`config.mk`:
```
export PLATFORM = sky130hd
export DESIGN_NAME = seven_segment_scan_shift_driver_core
export DESIGN_NICKNAME = d
export VERILOG_FILES = /design/src/ssd_pkg.sv /design/src/seven_segment_scan_shift_driver_core.sv /design/src/ssd_digit_store.sv /design/src/ssd_scan_engine.sv
export SDC_FILE = /design/constraint.sdc
export NUM_CORES = 1
export LEC_CHECK = 0
export BUFFER_PORTS_ARGS = -buffer_cell sky130_fd_sc_hd__buf_2
export CAP_MARGIN = 20
export CORE_ASPECT_RATIO = 2
export CORE_UTILIZATION = 30
export CTS_BUF_LIST = sky130_fd_sc_hd__clkbuf_8 sky130_fd_sc_hd__clkbuf_16
export CTS_CLUSTER_DIAMETER = 80
export DETAILED_ROUTE_END_ITERATION = 10
export PLACE_DENSITY = 0.57
export SYNTH_ARGS = -nofsm -noshare
export SYNTH_HDL_FRONTEND = slang
export SYNTH_SLANG_ARGS = --single-unit
```
`constraint.sdc`:
```
create_clock -name clk -period 7.3 [get_ports clk]
set_input_delay 1.46 -clock clk [delete_from_list [all_inputs] [get_ports clk]]
set_output_delay 1.46 -clock clk [all_outputs]
set_load 0.01 [all_outputs]
```
`src/ssd_pkg.sv`:
```
package ssd_pkg;

  localparam int unsigned Digits = 16;
  localparam int unsigned DigitW = $clog2(Digits);
  localparam int unsigned SegW   = 8;
  localparam int unsigned WordW  = 32;
  localparam int unsigned BitCntW = 6;
  localparam int unsigned DwellW = 16;
  localparam logic [DwellW-1:0] DwellReset = 16'd166;
  localparam logic [SegW-1:0] SegBlank = 8'hFF;

  localparam logic [1:0] PH_LOAD  = 2'd0;
  localparam logic [1:0] PH_SHIFT = 2'd1;
  localparam logic [1:0] PH_LATCH = 2'd2;
  localparam logic [1:0] PH_DWELL = 2'd3;

  localparam logic [BitCntW-1:0] BitCntLast = 6'd63;

  // Pin levels and scanned digit as seen after one item.
  typedef struct packed {
    logic              serial_data;
    logic              shift_clock;
    logic              latch_clock;
    logic [DigitW-1:0] current_digit;
  } scan_pins_t;

  // Low digits use the upper half of the chain, high digits the lower half.
  function automatic logic [WordW-1:0] build_word(logic [SegW-1:0] seg,
                                                  logic [DigitW-1:0] d);
    logic [7:0] col;
    col = 8'b1 << d[2:0];
    if (!d[3]) begin
      return {seg, col, 16'h0000};
    end
    return {16'h0000, seg, col};
  endfunction

endpackage

```
`src/seven_segment_scan_shift_driver_core.sv`:
```
// Scan driver for sixteen multiplexed seven-segment digits behind four
// chained serial-in shift registers with an output latch.
// Input channel (in_valid/in_ready): each item is either a tick
// (in_action = 0), which moves the data, shift clock and latch pins by one
// phase, or a write (in_action = 1), which stores in_segments for digit
// in_digit_index. A write leaves the pins as they are.
// Result channel (out_valid/out_ready): exactly one item per input item,
// carrying the pin levels and the scanned digit after that input item.
// Configuration: cfg_wr_en with cfg_wr_data sets the dwell length in ticks
// that follows each latch pulse; it takes effect at the next latch.
// An accepted item is loaded into the input register, and the scan logic
// then fills the result register from it, unless a stalled result still
// occupies it. Throughput is one item per cycle while out_ready stays high.
// When the receiver stalls, the input register still takes one more item,
// then in_ready drops until the result is taken.
// Reset (rst_n low, synchronous) blanks all digits to 0xFF, restarts the scan
// at digit 0 with data and shift clock low and latch high, sets the dwell to
// 166 ticks and empties both registers.
module seven_segment_scan_shift_driver_core (
  input  logic                       clk,
  input  logic                       rst_n,
  input  logic                       in_valid,
  output logic                       in_ready,
  input  logic                       in_action,
  input  logic [ssd_pkg::DigitW-1:0] in_digit_index,
  input  logic [ssd_pkg::SegW-1:0]   in_segments,
  output logic                       out_valid,
  input  logic                       out_ready,
  output logic                       out_serial_data,
  output logic                       out_shift_clock,
  output logic                       out_latch_clock,
  output logic [ssd_pkg::DigitW-1:0] out_current_digit,
  input  logic                       cfg_wr_en,
  input  logic [ssd_pkg::DwellW-1:0] cfg_wr_data
);
  import ssd_pkg::*;

  // Input register.
  logic              s1_valid_r;
  logic              s1_action_r;
  logic [DigitW-1:0] s1_index_r;
  logic [SegW-1:0]   s1_seg_r;

  // Result register.
  logic       out_valid_r;
  scan_pins_t out_pins_r;

  logic [DwellW-1:0] dwell_ticks_r;

  logic              s1_go;
  logic [DigitW-1:0] scan_digit;
  logic [SegW-1:0]   seg_data;
  scan_pins_t        pins_nxt;

  // The item in the input register moves on whenever the result slot is free
  // or being emptied in this cycle.
  assign s1_go    = s1_valid_r && (!out_valid_r || out_ready);
  assign in_ready = !s1_valid_r || s1_go;

  always_ff @(posedge clk) begin
    if (!rst_n) begin
      s1_valid_r <= 1'b0;
    end else if (in_ready) begin
      s1_valid_r <= in_valid;
    end
  end

  always_ff @(posedge clk) begin
    if (in_valid && in_ready) begin
      s1_action_r <= in_action;
      s1_index_r  <= in_digit_index;
      s1_seg_r    <= in_segments;
    end
  end

  always_ff @(posedge clk) begin
    if (!rst_n) begin
      dwell_ticks_r <= DwellReset;
    end else if (cfg_wr_en) begin
      dwell_ticks_r <= cfg_wr_data;
    end
  end

  ssd_digit_store u_store (
    .clk     (clk),
    .rst_n   (rst_n),
    .wr_en   (s1_go && s1_action_r),
    .wr_addr (s1_index_r),
    .wr_data (s1_seg_r),
    .rd_addr (scan_digit),
    .rd_data (seg_data)
  );

  ssd_scan_engine u_engine (
    .clk         (clk),
    .rst_n       (rst_n),
    .tick        (s1_go && !s1_action_r),
    .dwell_ticks (dwell_ticks_r),
    .seg_data    (seg_data),
    .scan_digit  (scan_digit),
    .pins_nxt    (pins_nxt)
  );

  // The result register starts at the reset pin levels so that the outputs
  // never show unknown values.
  always_ff @(posedge clk) begin
    if (!rst_n) begin
      out_valid_r <= 1'b0;
      out_pins_r  <= '{serial_data: 1'b0, shift_clock: 1'b0,
                       latch_clock: 1'b1, current_digit: '0};
    end else if (s1_go) begin
      out_valid_r <= 1'b1;
      out_pins_r  <= pins_nxt;
    end else if (out_ready) begin
      out_valid_r <= 1'b0;
    end
  end

  assign out_valid         = out_valid_r;
  assign out_serial_data   = out_pins_r.serial_data;
  assign out_shift_clock   = out_pins_r.shift_clock;
  assign out_latch_clock   = out_pins_r.latch_clock;
  assign out_current_digit = out_pins_r.current_digit;

endmodule

```
`src/ssd_digit_store.sv`:
```
module ssd_digit_store (
  input  logic                       clk,
  input  logic                       rst_n,
  input  logic                       wr_en,
  input  logic [ssd_pkg::DigitW-1:0] wr_addr,
  input  logic [ssd_pkg::SegW-1:0]   wr_data,
  input  logic [ssd_pkg::DigitW-1:0] rd_addr,
  output logic [ssd_pkg::SegW-1:0]   rd_data
);
  import ssd_pkg::*;

  logic [SegW-1:0] store_r [Digits];

  always_ff @(posedge clk) begin
    if (!rst_n) begin
      for (int i = 0; i < Digits; i++) begin
        store_r[i] <= SegBlank;
      end
    end else if (wr_en) begin
      store_r[wr_addr] <= wr_data;
    end
  end

  assign rd_data = store_r[rd_addr];

endmodule

```
`src/ssd_scan_engine.sv`:
```
module ssd_scan_engine (
  input  logic                       clk,
  input  logic                       rst_n,
  input  logic                       tick,
  input  logic [ssd_pkg::DwellW-1:0] dwell_ticks,
  input  logic [ssd_pkg::SegW-1:0]   seg_data,
  output logic [ssd_pkg::DigitW-1:0] scan_digit,
  output ssd_pkg::scan_pins_t        pins_nxt
);
  import ssd_pkg::*;

  logic [WordW-1:0]   word_r,  word_nxt;
  logic [DigitW-1:0]  pos_r,   pos_nxt;
  logic [BitCntW-1:0] bcnt_r,  bcnt_nxt;
  logic [1:0]         phase_r, phase_nxt;
  logic [DwellW-1:0]  dwell_r, dwell_nxt;
  logic               data_r,  data_nxt;
  logic               sclk_r,  sclk_nxt;
  logic               latch_r, latch_nxt;

  always_comb begin
    word_nxt  = word_r;
    pos_nxt   = pos_r;
    bcnt_nxt  = bcnt_r;
    phase_nxt = phase_r;
    dwell_nxt = dwell_r;
    data_nxt  = data_r;
    sclk_nxt  = sclk_r;
    latch_nxt = latch_r;
    if (tick) begin
      case (phase_r)
        PH_LOAD: begin
          word_nxt  = build_word(seg_data, pos_r);
          bcnt_nxt  = '0;
          phase_nxt = PH_SHIFT;
        end
        PH_SHIFT: begin
          if (!bcnt_r[0]) begin
            data_nxt = word_r[WordW-1];
            sclk_nxt = 1'b0;
          end else begin
            sclk_nxt = 1'b1;
            word_nxt = {word_r[WordW-2:0], 1'b0};
          end
          if (bcnt_r == BitCntLast) begin
            bcnt_nxt  = '0;
            phase_nxt = PH_LATCH;
          end else begin
            bcnt_nxt = bcnt_r + 6'd1;
          end
        end
        PH_LATCH: begin
          if (bcnt_r == '0) begin
            latch_nxt = 1'b0;
            bcnt_nxt  = 6'd1;
          end else begin
            latch_nxt = 1'b1;
            bcnt_nxt  = '0;
            dwell_nxt = dwell_ticks;
            if (dwell_ticks == '0) begin
              pos_nxt   = pos_r + 4'd1;
              phase_nxt = PH_LOAD;
            end else begin
              phase_nxt = PH_DWELL;
            end
          end
        end
        default: begin
          // The tick that would reach zero moves on to the next digit.
          if (dwell_r[DwellW-1:1] == '0) begin
            dwell_nxt = '0;
            pos_nxt   = pos_r + 4'd1;
            phase_nxt = PH_LOAD;
          end else begin
            dwell_nxt = dwell_r - 16'd1;
          end
        end
      endcase
    end
  end

  always_ff @(posedge clk) begin
    if (!rst_n) begin
      word_r  <= '0;
      pos_r   <= '0;
      bcnt_r  <= '0;
      phase_r <= PH_LOAD;
      dwell_r <= '0;
      data_r  <= 1'b0;
      sclk_r  <= 1'b0;
      latch_r <= 1'b1;
    end else begin
      word_r  <= word_nxt;
      pos_r   <= pos_nxt;
      bcnt_r  <= bcnt_nxt;
      phase_r <= phase_nxt;
      dwell_r <= dwell_nxt;
      data_r  <= data_nxt;
      sclk_r  <= sclk_nxt;
      latch_r <= latch_nxt;
    end
  end

  assign scan_digit             = pos_r;
  assign pins_nxt.serial_data   = data_nxt;
  assign pins_nxt.shift_clock   = sclk_nxt;
  assign pins_nxt.latch_clock   = latch_nxt;
  assign pins_nxt.current_digit = pos_nxt;

endmodule

```
==> flow_summary.yaml <==
run_status:
  status: "finished, final reports clean"
setup_path:
  rr_worst_depth: 6
  r2r_setup_slack_ns: 4.01
  cp.arrival_ns: 2.45
  critPathKind: "primary input to output port"
  rr_endpoint: "u_store.store_r[1][3]"
  worstReg2RegStart: "out_valid"
  required_ns: 5.84
  path_max_fanout: 8
  worstSetupStartpointType: "primary input"
  worstSetupEndpointType: "output port"
place:
  dp.cells: 1355
  io_buffers: 42
  dp_hpwl_microns: 18700
  place_congestion: 0.828
drt:
  dr.pass1.iters: 4
  viasPerCell: 5.03
  drc: 0
  vias: 7033
  wl_microns: 26100
  wl_per_cell_microns: 18.7
  drt_iter0_drc: 414
  detail-route-antenna-nets: 0
power:
  clkPwrFrac_pct: 44.3
  power_density_mw_per_mm2: 238
  internal_power_mw: 2.18
  leakagePower_nw: 3.64
  p_comb_share_pct: 5.1
  pwr-share-seq_pct: 50.5
  vdd_ir_drop_max_uv: 156
  switching_power_uw: 667
  swShare_pct: 23.4
synth:
  syn-num-nets: 976
  avgSynthCellArea_sq_um: 11.4
  ys_top_cells_by_area: "edfxtp_1 (40%), dfxtp_1 (17%), mux4_2 (6.8%)"
  yosysSeqAreaShare_pct: 56.6
  synth_cell_types: 63
  synth_edf_count: 141
  ys.flop_type: "edfxtp_1"
  yosysTopAreaCell: "edfxtp_1"
  netlist_area_sq_mm: 0.0106
  async_flop_share_pct: 0
  ys_ff_latch: 229
  post-synth-top-count-cell: "edfxtp_1"
  synthTopCellsByCount: "edfxtp_1 (141), dfxtp_1 (88), a21oi_1 (68)"
  netlist.area_leader.share_pct: 39.9
  synthCells: 929
  yosys_warnings: 0
clocking:
  path_clk_slew_ns: 0.06
  cts_root_buffer: "clkbuf_16"
  cts_tree: "built"
  ctsResizeCount: 0
  postCtsSetupRepairBufs: 0
  hold_buffers: 0
  insertion_delay_ns: 0.55
  cts_sinks: 229
  ctsHtreeMaxLevel: 1
  cts_buffers: 23
  cts_buffer_depth: 3
hold_path:
  min_from: "u_engine.dwell_r[13]"
  hold_depth: 2
  worstHoldEndpoint: "u_engine.dwell_r[13]"
  hold_path.class: "flip-flop to flip-flop"
layout:
  finalNetCount: 983
  stdcell_count: 1398
  n_antenna_cell: 0
  area_delta_synth_final_pct: 12.8
  layout-drive-gt1-share_pct: 18.6
sta:
  slew_headroom_pct: 32.4
  min_period_ns: 3.91
  slew_viol_final: 0
  tns_ns: 0
  finalCritPeriodShare_pct: 53.5
  fmax_mhz: 256
  worstMarginPinSlew_ns: 1.00
  rsz0062_at_grt: "false"
  hold_viol_final: 0
  setup_viol: 0
  clock_skew_ns: 0.0280
die:
  die_area_sq_mm: 0.0361
  die_h_microns: 268
  io_pins: 43
  coreArea_sq_mm: 0.0350
  start_util_pct: 30.3
  floorplan.rows: 97
  die_w_microns: 135
grt:
  grt_pass1_vias: 7307
  track_usage_pct: 14.8
  gr-total-overflow: 0
  antenna_found_initial: 0
  grt_pass1_wl_microns: 40500
  grt_max_degree: 64
run:
  maxCapViolCount: 0
## sequential cells by signal, indices dropped and copies added, names as in the netlist
register,flops
dwell_ticks_r,16
out_current_digit,4
out_latch_clock,1
out_serial_data,1
out_shift_clock,1
out_valid,1
s1_action_r,1
s1_index_r,4
s1_seg_r,8
s1_valid_r,1
u_engine.bcnt_r,6
u_engine.data_r,1
u_engine.dwell_r,16
u_engine.latch_r,1
u_engine.phase_r,2
u_engine.scan_digit,4
u_engine.sclk_r,1
u_engine.word_r,32
u_store.store_r,128
## logic make-up after synthesis
| kind of cell | after synthesis | synth area share (%) |
|---|---|---|
| AO/OA/AOI/OAI | 177 | 10.2 |
| XOR/XNOR | 1 | 0.0826 |
| adder cells (fa/ha/maj) | 13 | 1.53 |
| buffers and inverters | 84 | 3.23 |
| flip-flops | 229 | 56.6 |
| multiplexers | 62 | 9.63 |
| AND/OR/NAND/NOR | 363 | 18.8 |
## stage by stage
| stage | setup slack [ns] | area [sq um] | hold WS, ns | total power [mW] | utilization (%) |
|---|---|---|---|---|---|
| 3_5_place_dp | 2.83 | 11100 | 0.454 | 1.62 | 31.9 |
| 2_1_floorplan | 3.91 | 10600 | 0.433 | 1.56 | - |
| 4_1_cts | 3.35 | 11900 | 0.463 | 2.88 | 34.2 |
| 5_1_grt | 3.15 | 12000 | 0.498 | 2.94 | 34.2 |
| 3_3_place_gp | 2.96 | 11100 | 0.447 | 1.61 | 31.9 |
| 6_report | 3.39 | 12000 | 0.462 | 2.85 | 34.2 |
## placed cells by master, fill, tap and decap left out, types with 4 or more instances in the layout
cell	synthesis	routed
edfxtp_1	141	141
dfxtp_1	88	87
a21oi_1	68	68
nand2_1	64	64
nor2_1	64	64
or3_1	53	53
buf_2	13	42
or2_2	35	35
o21ai_0	33	33
mux4_2	32	32
mux2i_1	30	30
or2_1	30	30
nand2b_1	24	24
clkbuf_16	0	23
nand3_1	20	20
a211oi_1	17	17
nor3_1	16	16
inv_1	14	14
a22oi_1	12	12
ha_1	13	12
o21ai_1	10	10
and3_1	10	10
nor2b_1	8	8
a31oi_1	7	7
buf_4	3	7
nor4_1	6	6
nand4_1	5	5
a32oi_1	5	5
nand3b_1	4	4
nor3b_1	4	4
o22ai_1	4	4
clkinv_2	0	4
bufinv_16	0	4
## metal layers
metal / wire (microns) / part of all wire, % / global-route usage (%)
met3: 896 / 3.4 / 1.96
met2: 14900 / 57 / 30.3
met5: 0 / 0 / 0
met4: 1430 / 5.5 / 8.81
met1: 8870 / 34 / 13.3
## how the worst max path moves through the flow
stage,start,endpoint,cells after the start
2_1_floorplan,out_ready,u_store.store_r[13][0],7
3_3_place_gp,out_ready,u_store.store_r[1][0],7
3_5_place_dp,out_ready,u_store.store_r[1][3],7
4_1_cts,out_ready,in_ready,4
5_1_grt,out_ready,u_store.store_r[1][1],7
6_report,out_ready,in_ready,4
## final cells by class
class / count / area [sq um]
timing repair buffer: 50 / 270
clock buffer: 23 / 576
inverter: 16 / 60.1
fill: 3513 / 23000
sequential: 229 / 6000
multi-input combinational: 616 / 4270
clock inverter: 19 / 224
tap: 445 / 557
## critical path: stages
cell	delay, ns
buf_2	0.09
nor2b_1	0.58
nand2_1	0.14
buf_2	0.17
## power groups by stage
stage	Clock [mW]	Sequential (mW)	Combinational (mW)
floorplan	0	1.44	0.114
global placement	0	1.47	0.145
detailed placement	0	1.47	0.147
CTS	1.29	1.44	0.148
global route	1.34	1.44	0.163
finish	1.26	1.44	0.146
Power figures use the tool's default switching activity.
